==> src/rtl/mkdd_pkg.sv <==
// Package for the multi-key deadline debouncer.
// It holds the shared widths, codes and the debounce reset value.
// It has no dependencies and is used by the top level and its checker.
package mkdd_pkg;

    localparam int NUM_KEYS_DEF   = 48;
    localparam int TIME_WIDTH_DEF = 64;

    localparam int KEY_W   = 6;
    localparam int MASK_W  = 48;
    localparam int DEB_W   = 32;
    localparam int CFG_IDX_W = 2;

    localparam logic REQ_EDGE = 1'b0;
    localparam logic REQ_TICK = 1'b1;

    localparam logic [CFG_IDX_W-1:0] CFG_DEBOUNCE = 2'd0;
    localparam logic [CFG_IDX_W-1:0] CFG_INVERT   = 2'd1;
    localparam logic [CFG_IDX_W-1:0] CFG_ENABLE   = 2'd2;

    localparam logic [DEB_W-1:0] DEBOUNCE_RESET = 32'd5000;

endpackage

==> src/rtl/mkdd_ram.sv <==
// Generic single-write, single-read RAM with a registered read port.
// It holds the per-key deadlines of the debouncer and depends on nothing else.
module mkdd_ram #(
    parameter int WIDTH = 64,
    parameter int DEPTH = 48
) (
    input  logic                                  i_clk,
    input  logic                                  i_we,
    input  logic [(DEPTH > 1 ? $clog2(DEPTH) : 1)-1:0] i_waddr,
    input  logic [WIDTH-1:0]                      i_wdata,
    input  logic                                  i_re,
    input  logic [(DEPTH > 1 ? $clog2(DEPTH) : 1)-1:0] i_raddr,
    output logic [WIDTH-1:0]                      o_rdata
);

    logic [WIDTH-1:0] r_mem [DEPTH];
    logic [WIDTH-1:0] r_rdata;

    always_ff @(posedge i_clk) begin
        if (i_we) begin
            r_mem[i_waddr] <= i_wdata;
        end
        if (i_re) begin
            r_rdata <= r_mem[i_raddr];
        end
    end

    assign o_rdata = r_rdata;

endmodule

==> src/rtl/multi_key_deadline_debouncer.sv <==
// Each request walks all keys: their deadlines are read from the deadline RAM and compared
// one per cycle. Then the keys are scanned in order and one result is registered per event,
// or a single result when there is none; the scan waits at an event while the output stalls.
// A new request is not taken until the last result of the previous one is registered.
// Reset is synchronous and active low; it clears the key states and restores the register
// defaults, while the deadline RAM is left as it is and needs no clearing pass.
module multi_key_deadline_debouncer #(
    parameter int NUM_KEYS   = mkdd_pkg::NUM_KEYS_DEF,
    parameter int TIME_WIDTH = mkdd_pkg::TIME_WIDTH_DEF
) (
    input  logic                           i_clk,
    input  logic                           i_rst_n,

    input  logic                           i_cfg_valid,
    output logic                           o_cfg_ready,
    input  logic [mkdd_pkg::CFG_IDX_W-1:0] i_cfg_index,
    input  logic [mkdd_pkg::MASK_W-1:0]    i_cfg_data,

    input  logic                           i_in_valid,
    output logic                           o_in_ready,
    input  logic                           i_req_type,
    input  logic [mkdd_pkg::KEY_W-1:0]     i_key_index,
    input  logic [TIME_WIDTH-1:0]          i_now_time,
    input  logic [mkdd_pkg::MASK_W-1:0]    i_pin_levels,

    output logic                           o_out_valid,
    input  logic                           i_out_ready,
    output logic                           o_event_valid,
    output logic [mkdd_pkg::KEY_W-1:0]     o_event_key,
    output logic                           o_pressed,
    output logic                           o_alarm_armed,
    output logic [TIME_WIDTH-1:0]          o_alarm_time,
    output logic                           o_last
);

    localparam int KW = (NUM_KEYS > 1) ? $clog2(NUM_KEYS) : 1;
    localparam int CW = $clog2(NUM_KEYS + 1);
    localparam logic [KW-1:0] LAST_KEY = KW'(NUM_KEYS - 1);
    localparam logic [mkdd_pkg::KEY_W:0] KEY_LIMIT = (mkdd_pkg::KEY_W + 1)'(NUM_KEYS);

    localparam logic [1:0] S_IDLE = 2'd0;
    localparam logic [1:0] S_WALK = 2'd1;
    localparam logic [1:0] S_EMIT = 2'd2;

    logic [1:0]                      r_state;
    logic [1:0]                      n_state;

    logic [mkdd_pkg::DEB_W-1:0]      r_debounce;
    logic [mkdd_pkg::MASK_W-1:0]     r_invert;
    logic [mkdd_pkg::MASK_W-1:0]     r_enable;

    logic [NUM_KEYS-1:0]             r_settling;
    logic [NUM_KEYS-1:0]             r_stable;
    logic [NUM_KEYS-1:0]             r_event;
    logic [CW-1:0]                   r_evcnt;

    logic                            r_tick;
    logic [TIME_WIDTH-1:0]           r_now;
    logic [mkdd_pkg::MASK_W-1:0]     r_pins;

    logic                            r_issue;
    logic [KW-1:0]                   r_addr;
    logic                            r_rd_vld;
    logic [KW-1:0]                   r_rd_key;
    logic [KW-1:0]                   r_scan;

    logic                            r_armed;
    logic [TIME_WIDTH-1:0]           r_earliest;

    logic                            r_out_valid;
    logic                            r_out_event;
    logic [mkdd_pkg::KEY_W-1:0]      r_out_key;
    logic                            r_out_pressed;
    logic                            r_out_armed;
    logic [TIME_WIDTH-1:0]           r_out_time;
    logic                            r_out_last;

    logic [NUM_KEYS-1:0]             key_en;
    logic [NUM_KEYS-1:0]             key_level;
    logic [TIME_WIDTH-1:0]           db_ext;
    logic [TIME_WIDTH-1:0]           rd_deadline;
    logic                            in_acc;
    logic                            in_range;
    logic                            edge_hit;
    logic                            slot_free;
    logic                            emit_go;
    logic                            live;
    logic                            expire;
    logic                            earlier;

    for (genvar k = 0; k < NUM_KEYS; k++) begin : g_key
        if (k < mkdd_pkg::MASK_W) begin : g_map
            assign key_en[k]    = r_enable[k];
            assign key_level[k] = r_pins[k] ^ r_invert[k];
        end else begin : g_none
            assign key_en[k]    = 1'b0;
            assign key_level[k] = 1'b0;
        end
    end

    if (TIME_WIDTH > mkdd_pkg::DEB_W) begin : g_db_pad
        assign db_ext = {{(TIME_WIDTH - mkdd_pkg::DEB_W){1'b0}}, r_debounce};
    end else if (TIME_WIDTH == mkdd_pkg::DEB_W) begin : g_db_same
        assign db_ext = r_debounce;
    end else begin : g_db_cut
        assign db_ext = r_debounce[TIME_WIDTH-1:0];
    end

    assign o_cfg_ready = 1'b1;
    assign o_in_ready  = (r_state == S_IDLE);
    assign in_acc      = i_in_valid && o_in_ready;
    assign in_range    = ({1'b0, i_key_index} < KEY_LIMIT);
    assign edge_hit    = (i_req_type == mkdd_pkg::REQ_EDGE) && in_range
                         && key_en[i_key_index[KW-1:0]];
    assign slot_free   = !r_out_valid || i_out_ready;
    assign emit_go     = (r_state == S_EMIT) && slot_free
                         && ((r_evcnt == '0) || r_event[r_scan]);

    mkdd_ram #(
        .WIDTH (TIME_WIDTH),
        .DEPTH (NUM_KEYS)
    ) u_deadline_ram (
        .i_clk   (i_clk),
        .i_we    (in_acc && edge_hit),
        .i_waddr (i_key_index[KW-1:0]),
        .i_wdata (i_now_time + db_ext),
        .i_re    (r_issue),
        .i_raddr (r_addr),
        .o_rdata (rd_deadline)
    );

    assign live    = r_rd_vld && key_en[r_rd_key] && r_settling[r_rd_key];
    assign expire  = r_tick && !(r_now < rd_deadline);
    assign earlier = !r_armed || (rd_deadline < r_earliest);

    always_comb begin
        n_state = r_state;
        case (r_state)
            S_IDLE: begin
                if (in_acc) begin
                    n_state = S_WALK;
                end
            end
            S_WALK: begin
                if (r_rd_vld && (r_rd_key == LAST_KEY)) begin
                    n_state = S_EMIT;
                end
            end
            S_EMIT: begin
                if (slot_free && ((r_evcnt == '0)
                    || (r_event[r_scan] && (r_evcnt == CW'(1))))) begin
                    n_state = S_IDLE;
                end
            end
            default: begin
                n_state = S_IDLE;
            end
        endcase
    end

    always_ff @(posedge i_clk) begin
        if (!i_rst_n) begin
            r_state     <= S_IDLE;
            r_debounce  <= mkdd_pkg::DEBOUNCE_RESET;
            r_invert    <= '0;
            r_enable    <= '0;
            r_settling  <= '0;
            r_stable    <= '0;
            r_event     <= '0;
            r_evcnt     <= '0;
            r_issue     <= 1'b0;
            r_rd_vld    <= 1'b0;
            r_armed     <= 1'b0;
            r_out_valid <= 1'b0;
        end else begin
            r_state <= n_state;

            if (i_cfg_valid) begin
                case (i_cfg_index)
                    mkdd_pkg::CFG_DEBOUNCE: r_debounce <= i_cfg_data[mkdd_pkg::DEB_W-1:0];
                    mkdd_pkg::CFG_INVERT:   r_invert   <= i_cfg_data;
                    mkdd_pkg::CFG_ENABLE:   r_enable   <= i_cfg_data;
                    default: begin
                    end
                endcase
            end

            if (emit_go) begin
                r_out_valid <= 1'b1;
            end else if (i_out_ready) begin
                r_out_valid <= 1'b0;
            end

            if (in_acc) begin
                r_tick     <= (i_req_type == mkdd_pkg::REQ_TICK);
                r_now      <= i_now_time;
                r_pins     <= i_pin_levels;
                r_issue    <= 1'b1;
                r_addr     <= '0;
                r_armed    <= 1'b0;
                r_earliest <= '0;
                r_event    <= '0;
                r_evcnt    <= '0;
                r_scan     <= '0;
                if (edge_hit) begin
                    r_settling[i_key_index[KW-1:0]] <= 1'b1;
                end
            end

            if (r_issue) begin
                r_addr <= r_addr + KW'(1);
                if (r_addr == LAST_KEY) begin
                    r_issue <= 1'b0;
                end
            end
            r_rd_vld <= r_issue;
            r_rd_key <= r_addr;

            if (live) begin
                if (expire) begin
                    r_settling[r_rd_key] <= 1'b0;
                    if (key_level[r_rd_key] != r_stable[r_rd_key]) begin
                        r_stable[r_rd_key] <= key_level[r_rd_key];
                        r_event[r_rd_key]  <= 1'b1;
                        r_evcnt            <= r_evcnt + CW'(1);
                    end
                end else begin
                    r_armed <= 1'b1;
                    if (earlier) begin
                        r_earliest <= rd_deadline;
                    end
                end
            end

            if (r_state == S_EMIT) begin
                if (r_evcnt == '0) begin
                    if (slot_free) begin
                        r_out_event   <= 1'b0;
                        r_out_key     <= '0;
                        r_out_pressed <= 1'b0;
                        r_out_armed   <= r_armed;
                        r_out_time    <= r_armed ? r_earliest : '0;
                        r_out_last    <= 1'b1;
                    end
                end else if (r_event[r_scan]) begin
                    if (slot_free) begin
                        r_out_event      <= 1'b1;
                        r_out_key        <= mkdd_pkg::KEY_W'(r_scan);
                        r_out_pressed    <= r_stable[r_scan];
                        r_out_armed      <= r_armed;
                        r_out_time       <= r_armed ? r_earliest : '0;
                        r_out_last       <= (r_evcnt == CW'(1));
                        r_event[r_scan]  <= 1'b0;
                        r_evcnt          <= r_evcnt - CW'(1);
                        r_scan           <= r_scan + KW'(1);
                    end
                end else begin
                    r_scan <= r_scan + KW'(1);
                end
            end
        end
    end

    assign o_out_valid   = r_out_valid;
    assign o_event_valid = r_out_event;
    assign o_event_key   = r_out_key;
    assign o_pressed     = r_out_pressed;
    assign o_alarm_armed = r_out_armed;
    assign o_alarm_time  = r_out_time;
    assign o_last        = r_out_last;

endmodule

==> config.mk <==
export PLATFORM = sky130hd
export DESIGN_NAME = multi_key_deadline_debouncer
export DESIGN_NICKNAME = d
export VERILOG_FILES = /design/src/rtl/mkdd_pkg.sv /design/src/rtl/mkdd_ram.sv /design/src/rtl/multi_key_deadline_debouncer.sv
export SDC_FILE = /design/constraint.sdc
export NUM_CORES = 2
export LEC_CHECK = 0
export ABC_AREA = 1
export ABC_CLOCK_PERIOD_IN_PS = 10500
export BUFFER_PORTS_ARGS = -buffer_cell sky130_fd_sc_hd__buf_2
export CORE_MARGIN = 8
export CORE_UTILIZATION = 55
export DETAILED_ROUTE_END_ITERATION = 10
export GPL_TIMING_DRIVEN = 1
export PLACE_DENSITY = 0.7
export SYNTH_ARGS = -nofsm -noshare
export SYNTH_HDL_FRONTEND = slang
export SYNTH_HIERARCHICAL = 1
export SYNTH_SLANG_ARGS = --single-unit
==> constraint.sdc <==
create_clock -name i_clk -period 10.5 [get_ports i_clk]
set_input_delay 1.05 -clock i_clk [delete_from_list [all_inputs] [get_ports i_clk]]
set_output_delay 1.05 -clock i_clk [all_outputs]
set_load 0.1 [all_outputs]
==> flow_summary.json <==
{
  "synth.ff_latch_count": 3689,
  "nNetsFinal": 14500,
  "hold_path_class": "primary input to register",
  "half_perimeter_wire_length_of_the_detailed_placement_result_um": 274000,
  "syn_nets": 14500,
  "worst_path_buf_inv": 3,
  "drv_slew": 0,
  "gp_routability_congestion": 0.951,
  "worst_pin_slew_ns": 1.37,
  "totalNegativeSetupSlack_ns": 0,
  "drc": 0,
  "synthFlopType": "sky130_fd_sc_hd__edfxtp_1",
  "num_rows": 196,
  "power.density_cell_area_nw_per_um2": 194,
  "grt_usage": 0.305,
  "synth_top_area_cell": "sky130_fd_sc_hd__edfxtp_1",
  "synth-edff-count": 3405,
  "clock_tree.htree_level_count": 5,
  "timing.setup.critical_path_class": "primary input to register",
  "viasPerCell": 6.11,
  "ant_nets": 0,
  "later_pin_clock_latency_in_the_skew_report_ns": 0.96,
  "vias": 112000,
  "hold_violations": 0,
  "start_util": 0.551,
  "cp_max_fo": 49,
  "synth-seq-area-share": 0.688,
  "cp.arrival_ns": 7.15,
  "timing.critical_path.cells": "buf_2, nand3_1, o22ai_1, nor2_1, o211ai_1, nand2_1, nand2_1, nor2_1, nand4_1, buf_4, nand2_1, nor2_1, nand4_1, nor2_4, buf_4",
  "die_area_sq_um": 302000,
  "startpoint_type": "primary input",
  "clock_path_buffers": 4,
  "fmaxAchievable_ghz": 0.152,
  "area_growth_pct": 10.5,
  "cts_inserted_buffers": 375,
  "min_period_ns": 6.60,
  "power.ir.vdd_worst_mv": 0.151,
  "final_min_period_over_clock_period": 0.629,
  "yosys.cell_count.top_type": "sky130_fd_sc_hd__nand2_1",
  "route.detailed.wl_per_inst_um": 26.1,
  "holdCritStartpoint": "i_pin_levels[15]",
  "detailed_place.area_sq_um": 161000,
  "post_cts_resized": 0,
  "cts.clk_slew.worst_paths_ns": 0.06,
  "grt_pass1_vias": 104000,
  "synth.area.top_cells": "sky130_fd_sc_hd__edfxtp_1 65%, sky130_fd_sc_hd__nand2_1 8.4%, sky130_fd_sc_hd__nand3_1 7.1%, sky130_fd_sc_hd__dfxtp_1 3.6%, sky130_fd_sc_hd__nor2_1 3.3%",
  "post_cts_setup_buffers": 0,
  "finish.instance_area_sq_um": 173000,
  "grt_setup_unrepaired": "no",
  "worst_setup_path_startpoint": "i_key_index[0]",
  "syn_area_sq_um": 157000,
  "timing.final.setup_violations": 0,
  "global_route_wire_length_before_repair_um": 692000,
  "first_iter_violations": 16900,
  "grt_start_max_net_pins": 297,
  "dieWidth_um": 550,
  "timing.critical_path.max_delay_family": "simple AND/OR/NAND/NOR gates",
  "grt_antenna_before_repair": 23,
  "yosys-top-cells-count": "3,510 x sky130_fd_sc_hd__nand2_1, 3,405 x sky130_fd_sc_hd__edfxtp_1, 2,233 x sky130_fd_sc_hd__nand3_1",
  "critPathMaxStageDelay_ns": 1.17,
  "p_leak_nw": 62.5,
  "detailed_routing_iteration_count_for_the_pre_antenna_repair_pass": 6,
  "die_extent_in_y_um": 550,
  "io_pins": 251,
  "syn_inst_count": 14200,
  "fin_clk_skew_ns": 0.0648,
  "status": "finished, final reports clean",
  "route.final.wire_length_um": 477000,
  "cp-end-kind": "register",
  "synthDistinctLibCells": 55,
  "cpMaxStageDelayCell": "sky130_fd_sc_hd__nor2_4",
  "clk_root_buffer_cell": "sky130_fd_sc_hd__clkbuf_16",
  "buffer_ports.inserted": 249,
  "final_layout_size_suffix_gt1_frac": 0.0817,
  "cts_tree": "built",
  "postSynthAreaPerCell_sq_um": 11.1,
  "globalRouteOverflowTotal": 0,
  "worst_slew_margin_rel": 0.0860,
  "synthArstFlopShare": 0,
  "area_of_the_core_sq_um": 284000,
  "top_area_cell_type_share_of_the_netlist_area": 0.652,
  "maxCapViolations": 0,
  "cp.required_ns": 11.05,
  "ys_warn_count": 6,
  "critical_path.reg2reg.startpoint": "key_en[25]",
  "holdBufCountCts": 0,
  "tritoncts_num_sinks": 3689
}
layout make-up:
cell class,instances,area [sq um]
sequential,3689,108000
inverter,598,2300
clock inverter,229,2070
clock buffer,463,9870
multi-input combinational,9042,42900
timing repair buffer,493,3410
fill,22100,111000
antenna,12,30.0
tap,3762,4710
layout by cell type (no fill, tap or decap), types with 10 or more instances in the layout:
| cell | instances |
|---|---|
| sky130_fd_sc_hd__a21oi_1 | 335 |
| sky130_fd_sc_hd__a22oi_1 | 13 |
| sky130_fd_sc_hd__buf_12 | 26 |
| sky130_fd_sc_hd__buf_2 | 248 |
| sky130_fd_sc_hd__buf_4 | 218 |
| sky130_fd_sc_hd__bufinv_16 | 26 |
| sky130_fd_sc_hd__clkbuf_1 | 78 |
| sky130_fd_sc_hd__clkbuf_16 | 380 |
| sky130_fd_sc_hd__clkinv_1 | 86 |
| sky130_fd_sc_hd__clkinv_2 | 79 |
| sky130_fd_sc_hd__clkinvlp_4 | 12 |
| sky130_fd_sc_hd__dfxtp_1 | 282 |
| sky130_fd_sc_hd__diode_2 | 12 |
| sky130_fd_sc_hd__edfxtp_1 | 3405 |
| sky130_fd_sc_hd__ha_1 | 163 |
| sky130_fd_sc_hd__inv_1 | 573 |
| sky130_fd_sc_hd__inv_2 | 17 |
| sky130_fd_sc_hd__inv_6 | 10 |
| sky130_fd_sc_hd__nand2_1 | 3506 |
| sky130_fd_sc_hd__nand3_1 | 2232 |
| sky130_fd_sc_hd__nand4_1 | 108 |
| sky130_fd_sc_hd__nor2_1 | 1322 |
| sky130_fd_sc_hd__nor2_4 | 43 |
| sky130_fd_sc_hd__nor3_1 | 40 |
| sky130_fd_sc_hd__o211ai_1 | 265 |
| sky130_fd_sc_hd__o21a_1 | 13 |
| sky130_fd_sc_hd__o21ai_0 | 757 |
| sky130_fd_sc_hd__o21ai_1 | 43 |
| sky130_fd_sc_hd__o22ai_1 | 25 |
| sky130_fd_sc_hd__xnor2_1 | 11 |
| sky130_fd_sc_hd__xnor2_2 | 26 |
| sky130_fd_sc_hd__xor2_1 | 24 |
| sky130_fd_sc_hd__xor2_2 | 14 |
| sky130_fd_sc_hd__xor2_4 | 20 |
routing by layer:
metal  GRT usage  wire length, um
met1       0.414           177000
met2       0.474           216000
met3      0.0652            57500
met4       0.140            25900
met5           0               57
metrics by stage:
stage	worst slack (ns)	total power, mW	std cells	utilization	hold slack, ns
2_1_floorplan	0.834	19.2	14200	-	0.420
3_3_place_gp	3.12	20.6	17600	0.567	0.429
3_5_place_dp	3.14	20.7	17600	0.567	0.436
4_1_cts	4.11	33.5	18300	0.609	0.198
5_1_grt	3.67	34.4	18300	0.609	0.222
6_report	3.90	33.5	18300	0.609	0.257
registers in the layout, indices dropped and copies added (netlist names), 2 cells and up:
register	cells
key_en	48
o_alarm_time	64
o_event_key	6
r_addr	6
r_debounce	32
r_earliest	64
r_evcnt	6
r_event	48
r_invert	48
r_now	64
r_pins	48
r_rd_key	6
r_scan	6
r_settling	48
r_stable	48
r_state	2
u_deadline_ram/o_rdata	64
u_deadline_ram/r_mem	3072
path summary, 6_finish.rpt:
check,end,slack (ns),depth (start not counted)
max reg2reg,u_deadline_ram/r_mem[8][58],4.82,14
max,u_deadline_ram/r_mem[8][58],3.90,15
min,r_pins[15],0.26,1
min reg2reg,r_settling[5],0.45,2
power breakdown:
part / switching [mW] / internal [mW]
Sequential: 0.106 / 16.5
Clock: 5.72 / 7.35
Combinational: 3.00 / 0.889
kinds of logic (layout without fill, tap and decap cells):
kind of cell	after synthesis	after routing	synth area share
AND/OR/NAND/NOR	7294	7294	0.195
other	1	13	0.0000239
AO/OA/AOI/OAI	1488	1488	0.0530
adder cells (fa/ha/maj)	164	164	0.0131
flip-flops	3689	3689	0.688
buffers and inverters	1448	1783	0.0448
XOR/XNOR	95	95	0.00531
worst reg2reg max path: stages, from the launching register on:
cell and delay [ns]:
sky130_fd_sc_hd__dfxtp_1 0.35, sky130_fd_sc_hd__inv_1 0.08, sky130_fd_sc_hd__o22ai_1 0.17, sky130_fd_sc_hd__nor2_1 0.07
sky130_fd_sc_hd__o211ai_1 0.12, sky130_fd_sc_hd__nand2_1 0.08, sky130_fd_sc_hd__nand2_1 0.07, sky130_fd_sc_hd__nor2_1 0.04
sky130_fd_sc_hd__nand4_1 0.07, sky130_fd_sc_hd__buf_4 0.39, sky130_fd_sc_hd__nand2_1 0.19, sky130_fd_sc_hd__nor2_1 0.86
sky130_fd_sc_hd__nand4_1 0.79, sky130_fd_sc_hd__nor2_4 1.18, sky130_fd_sc_hd__buf_4 0.79
(Power assumes the default switching activity.)
